<file path="config.mk">
export PLATFORM = sky130hd
export DESIGN_NAME = hilbert_point_to_index
export DESIGN_NICKNAME = d
export VERILOG_FILES = /design/src/rtl/hpi_pkg.sv /design/src/rtl/hpi_ctrl.sv /design/src/rtl/hpi_datapath.sv /design/src/rtl/hilbert_point_to_index.sv
export SDC_FILE = /design/constraint.sdc
export NUM_CORES = 1
export LEC_CHECK = 0
export BUFFER_PORTS_ARGS = -buffer_cell sky130_fd_sc_hd__buf_2
export CAP_MARGIN = 10
export CORE_MARGIN = 4
export CORE_UTILIZATION = 57
export DETAILED_ROUTE_END_ITERATION = 12
export PLACE_DENSITY = 0.78
export REMOVE_ABC_BUFFERS = 1
export SYNTH_ARGS = -nofsm -noshare
export SYNTH_HDL_FRONTEND = slang
export SYNTH_SLANG_ARGS = --single-unit
export TNS_END_PERCENT = 10
</file>
<file path="constraint.sdc">
create_clock -name clk -period 10.4 [get_ports clk]
set_input_delay 0.52 -clock clk [delete_from_list [all_inputs] [get_ports clk]]
set_output_delay 0.52 -clock clk [all_outputs]
set_load 0.02 [all_outputs]
</file>
<file path="src/rtl/hpi_pkg.sv">
package hpi_pkg;

    // Field widths of the configuration registers.
    localparam int LEVELS_W    = 5;
    localparam int DIMS_W      = 4;
    localparam int CFG_INDEX_W = 2;
    localparam int CFG_DATA_W  = 5;

    // Largest number of levels; larger register values saturate here.
    localparam int LEVELS_MAX = 30;

    // Configuration register indexes.
    localparam logic [CFG_INDEX_W-1:0] REG_LEVELS = 2'd0;
    localparam logic [CFG_INDEX_W-1:0] REG_DIMS   = 2'd1;

    typedef enum logic [1:0] {
        ST_IDLE,
        ST_RUN,
        ST_DRAIN
    } hpi_state_t;

    // Commands from the controller to the datapath.
    typedef struct packed {
        logic                load;
        logic                step;
        logic                publish;
        logic [DIMS_W-1:0]   dims;
        logic                overflow;
    } hpi_cmd_t;

endpackage

</file>
<file path="src/rtl/hpi_ctrl.sv">
module hpi_ctrl
    import hpi_pkg::*;
#(
    parameter int MAX_DIMS   = 10,
    parameter int INDEX_BITS = 60
) (
    input  logic                   clk,
    input  logic                   rst_n,
    input  logic                   cfg_we,
    input  logic [CFG_INDEX_W-1:0] cfg_index,
    input  logic [CFG_DATA_W-1:0]  cfg_data,
    input  logic                   in_valid,
    output logic                   in_ready,
    output logic                   out_valid,
    input  logic                   out_ready,
    output hpi_cmd_t               cmd
);

    hpi_state_t          state_reg, state_next;
    logic [LEVELS_W-1:0] level_cnt_reg, level_cnt_next;
    logic [LEVELS_W-1:0] levels_reg;
    logic [DIMS_W-1:0]   dims_reg;
    logic                out_valid_reg, out_valid_next;
    logic [LEVELS_W-1:0] levels_eff;
    logic [DIMS_W-1:0]   dims_eff;
    logic [LEVELS_W+DIMS_W-1:0] bit_count;

    // Out-of-range register values saturate into the legal range.
    always_comb
    begin
        if (levels_reg == '0)
            levels_eff = LEVELS_W'(1);
        else if (levels_reg > LEVELS_W'(LEVELS_MAX))
            levels_eff = LEVELS_W'(LEVELS_MAX);
        else
            levels_eff = levels_reg;

        if (dims_reg == '0)
            dims_eff = DIMS_W'(1);
        else if (dims_reg > DIMS_W'(MAX_DIMS))
            dims_eff = DIMS_W'(MAX_DIMS);
        else
            dims_eff = dims_reg;
    end

    assign bit_count = (LEVELS_W+DIMS_W)'(levels_eff) * (LEVELS_W+DIMS_W)'(dims_eff);

    always_ff @(posedge clk or negedge rst_n)
    begin
        if (!rst_n)
        begin
            levels_reg <= LEVELS_W'(10);
            dims_reg   <= DIMS_W'(2);
        end
        else if (cfg_we)
        begin
            if (cfg_index == REG_LEVELS)
                levels_reg <= cfg_data[LEVELS_W-1:0];
            else if (cfg_index == REG_DIMS)
                dims_reg <= cfg_data[DIMS_W-1:0];
        end
    end

    always_ff @(posedge clk or negedge rst_n)
    begin
        if (!rst_n)
        begin
            state_reg     <= ST_IDLE;
            level_cnt_reg <= '0;
            out_valid_reg <= 1'b0;
        end
        else
        begin
            state_reg     <= state_next;
            level_cnt_reg <= level_cnt_next;
            out_valid_reg <= out_valid_next;
        end
    end

    always_comb
    begin
        state_next     = state_reg;
        level_cnt_next = level_cnt_reg;
        out_valid_next = out_valid_reg;
        in_ready       = 1'b0;
        cmd.load       = 1'b0;
        cmd.step       = 1'b0;
        cmd.publish    = 1'b0;
        cmd.dims       = dims_eff;
        cmd.overflow   = ({1'b0, bit_count} > (LEVELS_W+DIMS_W+1)'(INDEX_BITS));

        if (out_valid_reg && out_ready)
            out_valid_next = 1'b0;

        case (state_reg)
            ST_IDLE:
            begin
                in_ready = 1'b1;
                if (in_valid)
                begin
                    cmd.load       = 1'b1;
                    level_cnt_next = '0;
                    state_next     = ST_RUN;
                end
            end
            ST_RUN:
            begin
                cmd.step       = 1'b1;
                level_cnt_next = level_cnt_reg + LEVELS_W'(1);
                if (level_cnt_reg == levels_eff - LEVELS_W'(1))
                    state_next = ST_DRAIN;
            end
            ST_DRAIN:
            begin
                if (!out_valid_reg || out_ready)
                begin
                    cmd.publish    = 1'b1;
                    out_valid_next = 1'b1;
                    state_next     = ST_IDLE;
                end
            end
            default:
            begin
                state_next = ST_IDLE;
            end
        endcase
    end

    assign out_valid = out_valid_reg;

endmodule

</file>
<file path="src/rtl/hpi_datapath.sv">
module hpi_datapath
    import hpi_pkg::*;
#(
    parameter int MAX_DIMS   = 10,
    parameter int COORD_BITS = 32,
    parameter int INDEX_BITS = 60
) (
    input  logic                           clk,
    input  hpi_cmd_t                       cmd,
    input  logic [MAX_DIMS*COORD_BITS-1:0] in_coords,
    output logic [INDEX_BITS-1:0]          curve_index,
    output logic                           index_overflow
);

    localparam int IW = (MAX_DIMS > 1) ? $clog2(MAX_DIMS) : 1;
    localparam logic [COORD_BITS-1:0] QUARTER = COORD_BITS'(1) << (COORD_BITS - 2);

    logic [COORD_BITS-1:0] w_reg  [MAX_DIMS];
    logic [COORD_BITS-1:0] w_next [MAX_DIMS];
    logic [MAX_DIMS-1:0]   iw_reg, iw_next;      // 1 marks a negative direction
    logic [IW-1:0]         it_reg, it_next;
    logic [INDEX_BITS-1:0] idx_reg, idx_next;
    logic [INDEX_BITS-1:0] curve_index_reg;
    logic                  index_overflow_reg;

    logic [MAX_DIMS-1:0]   ub, us, kb, vb, vs, rev;
    logic [MAX_DIMS-1:0]   digit;
    logic [IW-1:0]         last_neg, last_pos, ex, nm1;
    logic                  d_zero, d_all;
    logic [INDEX_BITS+MAX_DIMS-1:0] shifted;

    assign nm1 = IW'(cmd.dims - DIMS_W'(1));

    always_comb
    begin
        // Sign of every coordinate and the move toward the sub-cube centre.
        for (int i = 0; i < MAX_DIMS; i++)
        begin
            ub[i] = w_reg[i][COORD_BITS-1] ^ iw_reg[i];
            if (w_reg[i][COORD_BITS-1])
                w_next[i] = (w_reg[i] + QUARTER) << 1;
            else
                w_next[i] = (w_reg[i] - QUARTER) << 1;
        end

        us         = ub;
        us[0]      = ub[it_reg];
        us[it_reg] = ub[0];

        // Alternating sign chain that yields the Gray-code digit bits.
        kb[0] = us[0];
        for (int i = 1; i < MAX_DIMS; i++)
            kb[i] = ~(kb[i-1] ^ us[i]);

        last_neg = '0;
        last_pos = '0;
        rev      = '0;
        d_zero   = 1'b1;
        d_all    = 1'b1;
        for (int i = 0; i < MAX_DIMS; i++)
        begin
            if (i < int'(cmd.dims))
            begin
                rev[MAX_DIMS-1-i] = ~kb[i];
                if (kb[i])
                begin
                    last_neg = IW'(i);
                    d_all    = 1'b0;
                end
                else
                begin
                    last_pos = IW'(i);
                    d_zero   = 1'b0;
                end
            end
        end
        digit = rev >> (DIMS_W'(MAX_DIMS) - cmd.dims);

        // Direction vector and exit axis of the chosen sub-cube.
        vb = us;
        if (d_zero)
            ex = nm1;
        else
        begin
            vb[nm1] = ~vb[nm1];
            if (d_all)
                ex = nm1;
            else if (last_neg == nm1)
            begin
                vb[last_pos] = ~vb[last_pos];
                ex = last_pos;
            end
            else
                ex = last_neg;
        end

        vs         = vb;
        vs[0]      = vb[it_reg];
        vs[it_reg] = vb[0];

        iw_next = ~(iw_reg ^ vs);

        if (ex == '0)
            it_next = it_reg;
        else if (ex == it_reg)
            it_next = '0;
        else
            it_next = ex;

        shifted  = ({{MAX_DIMS{1'b0}}, idx_reg} << cmd.dims)
                 | {{INDEX_BITS{1'b0}}, digit};
        idx_next = shifted[INDEX_BITS-1:0];
    end

    always_ff @(posedge clk)
    begin
        if (cmd.load)
        begin
            for (int i = 0; i < MAX_DIMS; i++)
                w_reg[i] <= in_coords[i*COORD_BITS +: COORD_BITS];
            iw_reg  <= '0;
            it_reg  <= '0;
            idx_reg <= '0;
        end
        else if (cmd.step)
        begin
            for (int i = 0; i < MAX_DIMS; i++)
                w_reg[i] <= w_next[i];
            iw_reg  <= iw_next;
            it_reg  <= it_next;
            idx_reg <= idx_next;
        end

        if (cmd.publish)
        begin
            curve_index_reg    <= idx_reg;
            index_overflow_reg <= cmd.overflow;
        end
    end

    assign curve_index    = curve_index_reg;
    assign index_overflow = index_overflow_reg;

endmodule

</file>
<file path="src/rtl/hilbert_point_to_index.sv">
// Items are taken only in IDLE; the controller then runs RUN once per level, and DRAIN
// publishes the result and sets the registered m_tvalid, waiting while an unread result
// is held. The shared level unit does one curve level per cycle, all dimensions at once.
// A finished result waits in the output register while the next item is taken.
// Reset (rst_n low, asynchronous) empties the block and sets levels to 10, dims to 2.
module hilbert_point_to_index
    import hpi_pkg::*;
#(
    parameter int MAX_DIMS   = 10,
    parameter int COORD_BITS = 32,
    parameter int INDEX_BITS = 60
) (
    input  logic                   clk,
    input  logic                   rst_n,

    // Configuration write port: index 0 is levels, index 1 is dims.
    input  logic                   cfg_we,
    input  logic [CFG_INDEX_W-1:0] cfg_index,
    input  logic [CFG_DATA_W-1:0]  cfg_data,

    // Input items: one point of the cube.
    input  logic                   s_tvalid,
    output logic                   s_tready,
    // s_tdata fields from bit 0 up: coord_0, coord_1, ... coord_(MAX_DIMS-1),
    // each COORD_BITS wide, then zero fill to a whole byte.
    input  logic [((MAX_DIMS*COORD_BITS+7)/8)*8-1:0] s_tdata,

    // Result items: one curve index per point.
    output logic                   m_tvalid,
    input  logic                   m_tready,
    // m_tdata fields from bit 0 up: curve_index, then zero fill to a whole byte.
    output logic [((INDEX_BITS+7)/8)*8-1:0] m_tdata,
    // m_tuser fields from bit 0 up: index_overflow.
    output logic                   m_tuser
);

    localparam int OUT_W = ((INDEX_BITS + 7) / 8) * 8;

    hpi_cmd_t              cmd;
    logic [INDEX_BITS-1:0] curve_index;
    logic                  index_overflow;

    // The controller owns the configuration registers, the level counter and
    // the output valid flag; it runs IDLE -> RUN (one level a cycle) -> DRAIN.
    hpi_ctrl #(
        .MAX_DIMS   (MAX_DIMS),
        .INDEX_BITS (INDEX_BITS)
    ) u_ctrl (
        .clk       (clk),
        .rst_n     (rst_n),
        .cfg_we    (cfg_we),
        .cfg_index (cfg_index),
        .cfg_data  (cfg_data),
        .in_valid  (s_tvalid),
        .in_ready  (s_tready),
        .out_valid (m_tvalid),
        .out_ready (m_tready),
        .cmd       (cmd)
    );

    // The datapath keeps the working coordinates, the direction signs, the
    // entry axis and the growing index, and holds the published result.
    hpi_datapath #(
        .MAX_DIMS   (MAX_DIMS),
        .COORD_BITS (COORD_BITS),
        .INDEX_BITS (INDEX_BITS)
    ) u_datapath (
        .clk            (clk),
        .cmd            (cmd),
        .in_coords      (s_tdata[MAX_DIMS*COORD_BITS-1:0]),
        .curve_index    (curve_index),
        .index_overflow (index_overflow)
    );

    assign m_tdata = OUT_W'(curve_index);
    assign m_tuser = index_overflow;

endmodule
</file>
# Word level (Yosys, flattened, before mapping)
# Memory sizes are Yosys's and may differ from the RTL's.
# Index checks and enable logic that the tools add are counted.
# word_totals
mem_bits_rw	320
rom_bits	0
n_memories	1
latch_bits	0
reg_bits	152
wordCells	283
# classes
div	0
reduce_logical	17
n_addsub	24
n_mux	155
n_eq_ne	9
n_bitwise	45
n_lt_le_gt_ge	19
n_mul	1
shifts	2
# mem_list
name	words	word_bits	read_ports	rd_ports_with_merged_regs	wr	line	rtl
u_datapath.w_reg	10	32	10	0	10	hpi_datapath.sv:18	logic [COORD_BITS-1:0] w_reg [MAX_DIMS];
# op_table
cell	count
$mux 32	20
$add 31x31->31 const B	10
$sub 31x31->31 const B	10
$mux 4	38
$mux 1	75
$or 60x10->60	1
$shl 60x4->60	1
$bwmux 10	4
$mux 10	3
$xor 1x1->1	19
$bmux 1 s4	4
$lt 3x4->1 const A	4
$lt 4x5->1 const B	3
$mux 5	3
$not 1->1	13
$demux 1 s4	3
$ge 4x1->1 const B	3
$not 10->10	1
$or 1x1->1	10
$pmux 5 s2	1
$shr 10x4->10	1
$xor 10x10->10	1
$gt 9x6->1 const B	1
$mul 5x4->9	1
26 further kinds	42

# Longest topological paths before layout
# Gate-level depths: netlist of the first run.
# logic_depth
word_depth	37
depth_mapped	23

# Hierarchy
# Synthesis of the first run repeated with hierarchy kept, for this count alone.
# hier_totals
hier_cells	2069
hier_area_um2	24128.1
# modules_own_cells
module	n_inst	cells_per_inst	area_per_inst_um2
hpi_datapath	1	1901	22571.6
hpi_ctrl	1	163	1522.7
hilbert_point_to_index	1	5	33.8

# Least setup slack after synthesis of the first run
# Ideal clock, no wire load.
# synth_path
path_kind	flip-flop to flip-flop
from	register u_ctrl.state_reg[1]
to	memory u_datapath.w_reg[3][4] (netlist: u_datapath.w_reg[0][100]) (enable)
required_time_ps	9740
arrival_time_ps	7535
stages_incl_launch_ff	7
setup_slack_ps	2205
cell_sequence	dfrtp_1 -> nor2_1 -> and2_1 -> clkbuf_1 -> clkbuf_1 -> nor2_1 -> inv_1
# synth_rtl
element	line	rtl
start: declaration	hpi_ctrl.sv:19	hpi_state_t state_reg, state_next;
start signal: assignment	hpi_ctrl.sv:74	state_reg <= state_next;
end: declaration	hpi_datapath.sv:18	

# Final worst setup path of the first run
# layout_path
from	register u_ctrl.dims_reg[2]
to	register u_datapath.iw_reg[6]
# layout_between
elab_chain_cells	32
elab_cells_between_ends	112
classes_between	add/sub: 1; order compare: 15; eq/ne: 1; mux: 88; bitwise: 4; reduce/logical: 3
# layout_lines
element	line	rtl
start: declaration	hpi_ctrl.sv:22	logic [DIMS_W-1:0] dims_reg;
start signal: assignment	hpi_ctrl.sv:60	dims_reg <= cfg_data[DIMS_W-1:0];
$gt 4x4->1	hpi_ctrl.sv:40	else if (dims_reg > DIMS_W'(MAX_DIMS))
$mux 4	hpi_ctrl.sv:40	
$mux 4 (*)	hpi_ctrl.sv:38	if (dims_reg == '0)
$lt 1x4->1	hpi_datapath.sv:62	if (i < int'(cmd.dims))
$mux 1	hpi_datapath.sv:62	
$mux 4	hpi_datapath.sv:65	if (kb[i])
$mux 4	hpi_datapath.sv:62	
$mux 4	hpi_datapath.sv:65	
[... 16 more ...]	-	
$demux 1 s4	-	
$bwmux 10	hpi_datapath.sv:90	vb[last_pos] = ~vb[last_pos];
$mux 10	hpi_datapath.sv:88	else if (last_neg == nm1)
$mux 10	hpi_datapath.sv:86	if (d_all)
$mux 10 (*)	hpi_datapath.sv:81	if (d_zero)
$bwmux 10 (*)	hpi_datapath.sv:99	vs[it_reg] = vb[0];
$xor 10x10->10 (*)	hpi_datapath.sv:101	iw_next = ~(iw_reg ^ vs);
$not 10->10 (*)	hpi_datapath.sv:101	
end signal: assignment	hpi_datapath.sv:129	iw_reg <= iw_next;
end: declaration	hpi_datapath.sv:20	logic [MAX_DIMS-1:0] iw_reg, iw_next;
# Every way passes the cells marked *; elsewhere a longest branch is shown, timed or not. The select of a mux whose other input is x is not followed.
# A chain may end at the register's enable or synchronous reset.

==> metrics.txt, run 1 <==
Synth Instances=2129; Vias=18370; pins over their slew limit=0; status=complete, no violations; clk sink count=472; Post-synth ARST share=3.602%; critical path peak fanout=61; Worst EP required=10.90 ns; Slew @ Worst Pin=1.215 ns; final hold violations=0; area grow syn2layout=15.99%; ANT nets after route=0; GRT Util Overall=25.78%; share of cells above drive strength 1=22.11%; Remaining DRCs=0; Area contributors post-synth=edfxtp_1 (46%), a22o_1 (9.9%), mux2i_1 (7.5%); DR iter-0 viols=1668; Max stage delay on crit path=0.52 ns; Die X=213.6 microns; R2R depth=20; max frequency=159.2 MHz; Clk Tree Root Cell=clkbuf_16; total CTS buffers=49; most common flop cell mapped by yosys=edfxtp_1; Synth cell types=99; most frequent cells after synthesis=edfxtp_1 (372), nand2_1 (326), a22o_1 (273); core area=41850 sq um; H-tree Lvls=2; min Tclk post-route=6.283 ns; first-pass GRT wire length=95590 microns; routed vias/inst=6.085; number of synthesized register bits=472; dpl hpwl=41560 microns; WHS=0.1705 ns; number of buffers and inverters on the critical path=3; Core Rows=75; Longest Clk Path Bufs=3; Routability Congestion=0.9104; Critical Path AT=6.78 ns; wire per inst=20.46 microns; Die Y=213.6 microns; CTS tree=yes; first drt pass iteration count=5; most frequent cell after synthesis=edfxtp_1; Worst Setup Path Type=reg -> reg; Port Buf Inserts=394; Post-CTS Setup Inserts=0; Post-Route WL=61760 microns; CP top delay family=compound AO/OA/AOI/OAI gates; total grt overflow=0; Startpoint Class=flop; Post-synth EDFFs=372; Worst Hold Depth=3; Worst-path clk slew=0.06 ns; critical path's slowest cell=a2bb2oi_1; synth warn=0; clk_lat worst skew=0.59 ns; crit-path cells=buf_4 > nor2_1 > nor2_1 > o21a_4 > inv_1 > buf_4 > ha_1 > nor2_1 > o21ai_0 > o31ai_1 > o311ai_1 > and3_1 > a2bb2oi_1 > mux2i_1 > o221a_1 > mux2i_1 > o21a_1 > nor2_1 > or4_1 > a21oi_1; Final period util=60.42%; initial core utilization=57.56%; Die ar.=45620 sq um; number of max-cap violations=0; Max-slew headroom=19.01%; crit end category=flop; hold crit path type=in -> reg; Nets=2799; filler cell count=3229; Largest register FFs=320; largest net degree at the start of global routing=228; IO Pins=399; vias in the first global route=17950; part of the Yosys area used for sequential elements=55.05%; Worst path depth=20; synthesized area=24090 sq um; CP most frequent cell=nor2_1; post-synth top area share=46.37%; Max Clock Skew=0.01444 ns; cell taking the most area after synthesis=edfxtp_1; syn_area_per_cell=11.32 sq um; initial antenna violation count=1; Setup-failing EPs final=0; unrepaired setup endpoints after global routing=false
routing by layer:
metal  GRT usage, %  share of wire [%]
met1          35.70                 43
met2          42.10                 48
met3          4.813                6.2
met4          7.482                2.6
met5              0              0.021
path summary, 6_finish.rpt:
path                                        startpoint                    endpoint  slack (ns)
max in group asynchronous                        rst_n          u_ctrl.dims_reg[1]        9.67
worst max-delay path                u_ctrl.dims_reg[2]        u_datapath.iw_reg[6]        4.12
worst min-delay path                      s_tdata[256]    u_datapath.w_reg[0][256]        0.17
min in group asynchronous                        rst_n        u_ctrl.levels_reg[4]        0.41
worst max register to register      u_ctrl.dims_reg[2]        u_datapath.iw_reg[6]        4.12
worst min register to register  u_datapath.idx_reg[59]  u_datapath.curve_index[59]        0.44
through the flow:
stage / setup slack (ns) / area, sq um / util (%) / TNS [ns] / cells
global placement: 4.388 / 26380 / 63.03 / 0 / 2926
floorplan: -10.61 / 23450 / - / -4401.55 / 1966
global route: 3.578 / 27940 / 66.76 / 0 / 3018
CTS: 4.234 / 27940 / 66.76 / 0 / 3018
finish: 4.117 / 27940 / 66.77 / 0 / 3019
detailed placement: 4.267 / 26380 / 63.03 / 0 / 2926
cells by family after synthesis:
kind of cell    after synthesis  synth area share [%]
compound gates              623                 19.00
xor+xnor                     50                 1.974
fa+ha+maj                    28                 1.641
buf+inv                     192                 3.132
flops                       472                 55.05
mux                         198                 8.523
other cells                   1               0.01557
simple gates                565                 10.67
what timing repair did:
action                                 CTS  global route
gates resized for setup                  0             0
hold buffers                             1             0
endpoints found under the hold margin   14             0
layout by cell type (no fill, tap or decap), types with 18 or more instances in the layout:
master     Yosys  routed
a22o_1       273     273
inv_1         23      22
buf_4          5      24
nand3_1       33      33
nor3_1        27      27
a21oi_1      107     106
nor2_1        88      88
mux2i_1      180     180
o21ai_0      105     105
xnor2_1       30      30
edfxtp_1     372     372
ha_1          22      22
clkbuf_16      0      49
clkbuf_1     134      18
dfxtp_1       83      83
buf_2          6     394
nand2_1      326     326
worst min-delay path, stage by stage:
cell and delay, ns:
buf_2 0.09, nand2_1 0.04, a21oi_1 0.05
area by class of cell:
| class | count | area [sq um] | share of cell area [%] |
|---|---|---|---|
| Inverter | 26 | 105.1 | 0.3761 |
| Antenna cell | 1 | 2.502 | 0.008955 |
| Sequential cell | 472 | 13270 | 47.48 |
| Timing Repair Buffer | 422 | 2222 | 7.952 |
| Tap cell | 539 | 674.4 | 2.413 |
| Multi-Input combinational cell | 1468 | 10120 | 36.22 |
| Clock buffer | 73 | 1376 | 4.925 |
| Clock inverter | 18 | 173.9 | 0.6224 |
Power of run 1 is left out: the tool's default activity adds up to more than one toggle a clock period on the data nets, which glitch-free logic cannot reach.
==> run 2: changes to the inputs <==
--- a/config.mk
+++ b/config.mk
@@ -8,9 +8,9 @@
 export BUFFER_PORTS_ARGS = -buffer_cell sky130_fd_sc_hd__buf_2
 export CAP_MARGIN = 10
 export CORE_MARGIN = 4
-export CORE_UTILIZATION = 57
+export CORE_UTILIZATION = 52
 export DETAILED_ROUTE_END_ITERATION = 12
-export PLACE_DENSITY = 0.78
+export PLACE_DENSITY = 0.74
 export REMOVE_ABC_BUFFERS = 1
 export SYNTH_ARGS = -nofsm -noshare
 export SYNTH_HDL_FRONTEND = slang
==> constraint.sdc (replaced) <==
create_clock -name clk -period 5.7 [get_ports clk]
set_input_delay 0.285 -clock clk [delete_from_list [all_inputs] [get_ports clk]]
set_output_delay 0.285 -clock clk [all_outputs]
set_load 0.02 [all_outputs]
==> metrics.txt, run 2 (same netlist as run 1, synthesis figures left out) <==
Die ar.=49840 sq um (was 45620 sq um); Final period util=92.84% (was 60.42%); area grow syn2layout=32.28% (was 15.99%); Post-CTS Setup Inserts=0 (unchanged); CTS tree=yes (unchanged); Remaining DRCs=0 (unchanged); Startpoint Class=flop (unchanged); vias in the first global route=20590 (was 17950); Setup-failing EPs final=0 (unchanged); commonest non-fill, non-tap cell in the layout=buf_2 (unchanged); Max-slew headroom=17.69% (was 19.01%); Clk Tree Root Cell=clkbuf_16 (unchanged); Longest Clk Path Bufs=3 (unchanged); Critical Path AT=5.78 ns (was 6.78 ns); crit end category=flop (unchanged); number of max-cap violations=0 (unchanged); initial core utilization=52.86% (was 57.56%); H-tree Lvls=2 (unchanged); initial antenna violation count=1 (unchanged); critical path's slowest cell=or4_4 (was a2bb2oi_1); Die Y=223.2 microns (was 213.6 microns); core area=45580 sq um (was 41850 sq um); Post-Route WL=74740 microns (was 61760 microns); critical path peak fanout=9 (was 61); Worst EP required=6.19 ns (was 10.90 ns); Die X=223.2 microns (was 213.6 microns); ANT nets after route=0 (unchanged); clk_lat worst skew=0.61 ns (was 0.59 ns); IO Pins=399 (unchanged); Core Rows=78 (was 75); Nets=3174 (was 2799); CP most frequent cell=buf_4 (was nor2_1); total CTS buffers=50 (was 49); filler cell count=3074 (was 3229); Routability Congestion=0.9309 (was 0.9104); max frequency=189.0 MHz (was 159.2 MHz); Worst-path clk slew=0.07 ns (was 0.06 ns); GRT Util Overall=28.88% (was 25.78%); first drt pass iteration count=7 (was 5); min Tclk post-route=5.292 ns (was 6.283 ns); Worst Setup Path Type=reg -> reg (unchanged); wire per inst=21.63 microns (was 20.46 microns); share of cells above drive strength 1=21.68% (was 22.11%); dpl hpwl=45560 microns (was 41560 microns); total grt overflow=0 (unchanged); final hold violations=0 (unchanged); clk sink count=472 (unchanged); crit-path cells=buf_4 > or4_4 > a2bb2oi_1 > o211ai_1 > nor3_4 > nor2_4 > xnor3_2 > buf_4 > o221ai_1 > nand4_1 > buf_4 > a2111oi_2 > mux2i_1 > nor3_1 > a2111oi_0 > buf_4 > o31ai_1 > and4_1 (was buf_4 > nor2_1 > nor2_1 > o21a_4 > inv_1 > buf_4 > ha_1 > nor2_1 > o21ai_0 > o31ai_1 > o311ai_1 > and3_1 > a2bb2oi_1 > mux2i_1 > o221a_1 > mux2i_1 > o21a_1 > nor2_1 > or4_1 > a21oi_1); most frequent cells in the layout=buf_2 (394), edfxtp_1 (372), nand2_1 (326), dlygate4sd3_1 (317), a22o_1 (273) (was buf_2 (394), edfxtp_1 (372), nand2_1 (326), a22o_1 (273), mux2i_1 (180)); largest net degree at the start of global routing=226 (was 228); Max stage delay on crit path=0.55 ns (was 0.52 ns); Vias=20500 (was 18370); Setup TNS=0 ns (unchanged); routed vias/inst=5.931 (was 6.085); status=complete, no violations (unchanged); Largest register FFs=320 (unchanged); hold crit path type=in -> reg (unchanged); unrepaired setup endpoints after global routing=false (unchanged); DR iter-0 viols=1931 (was 1668); first-pass GRT wire length=116000 microns (was 95590 microns); Slew @ Worst Pin=1.235 ns (was 1.215 ns); pins over their slew limit=0 (unchanged); Port Buf Inserts=394 (unchanged); Max Clock Skew=0.02623 ns (was 0.01444 ns)
==> run 2: cell count changes in the layout (fill, tap and decap cells not counted), sizes merged <==
cell	previous run	this run
buf	421	479
bufinv	2	7
clkbuf	73	64
clkinv	12	15
clkinvlp	2	4
dlygate4sd3	1	317
inv	28	29
==> run 2: what timing repair did <==
item                                   4_1_cts  5_1_grt
hold buffers                               316        1
resized for setup                            0        0
endpoints found under the hold margin      336        1
==> run 2: critical path: cells and delay by family (launching register included) <==
family                    cells  cell delay [ns]
xor gates and xnor gates      1             0.54
AOI/OAI and AO/OA             6             1.76
and+or+nand+nor               6             1.33
buffers and inverters         4             0.79
DFF                           1             0.42
muxes                         1             0.32
==> run 2: final timing paths <==
path	slack [ns]	end	cells after the start	start
min reg2reg	0.48	u_datapath.w_reg[0][160]	2	u_datapath.w_reg[0][160]
min in group asynchronous	0.14	u_ctrl.state_reg[1]	2	rst_n
max in group asynchronous	5.25	u_ctrl.levels_reg[3]	2	rst_n
max	0.41	u_datapath.iw_reg[0]	18	u_datapath.it_reg[0]
max reg2reg	0.41	u_datapath.iw_reg[0]	18	u_datapath.it_reg[0]
min	0.02	u_datapath.w_reg[0][287]	3	s_tdata[287]
==> run 2: metal layers <==
| layer | GRT usage, % | up-vias | wire length [microns] |
|---|---|---|---|
| li1 | - | 9478 | - |
| met2 | 48.30 | 889 | 36540 |
| met3 | 5.395 | 187 | 5409 |
| met5 | 0 | - | 0 |
| met1 | 38.05 | 9943 | 30060 |
| met4 | 10.06 | 0 | 2742 |
==> run 2: area by class of cell <==
cell class	instances	area, sq um	share of cell area (%)
diodes	1	2.502	0.007853
flip-flops and latches	472	13270	41.63
inverters	26	105.1	0.3298
clock buffers	64	1374	4.311
clock inverters	29	400.4	1.256
repair buffers	796	5846	18.34
multi-input cells	1468	10120	31.76
well taps	600	750.7	2.356
==> run 2: metrics by stage <==
step	hold slack, ns	util [%]	cell area (sq um)	setup slack (ns)	instances
2_1_floorplan	-0.01059	-	23450	-15.31	1966
3_3_place_gp	0.2188	59.06	26920	0.5763	3045
3_5_place_dp	0.2234	59.06	26920	0.5043	3045
4_1_cts	0.001925	69.89	31850	0.4688	3454
5_1_grt	0.009860	69.92	31870	0.03488	3456
6_report	0.02270	69.92	31870	0.4083	3456
Power of run 2 is left out for the same reason.
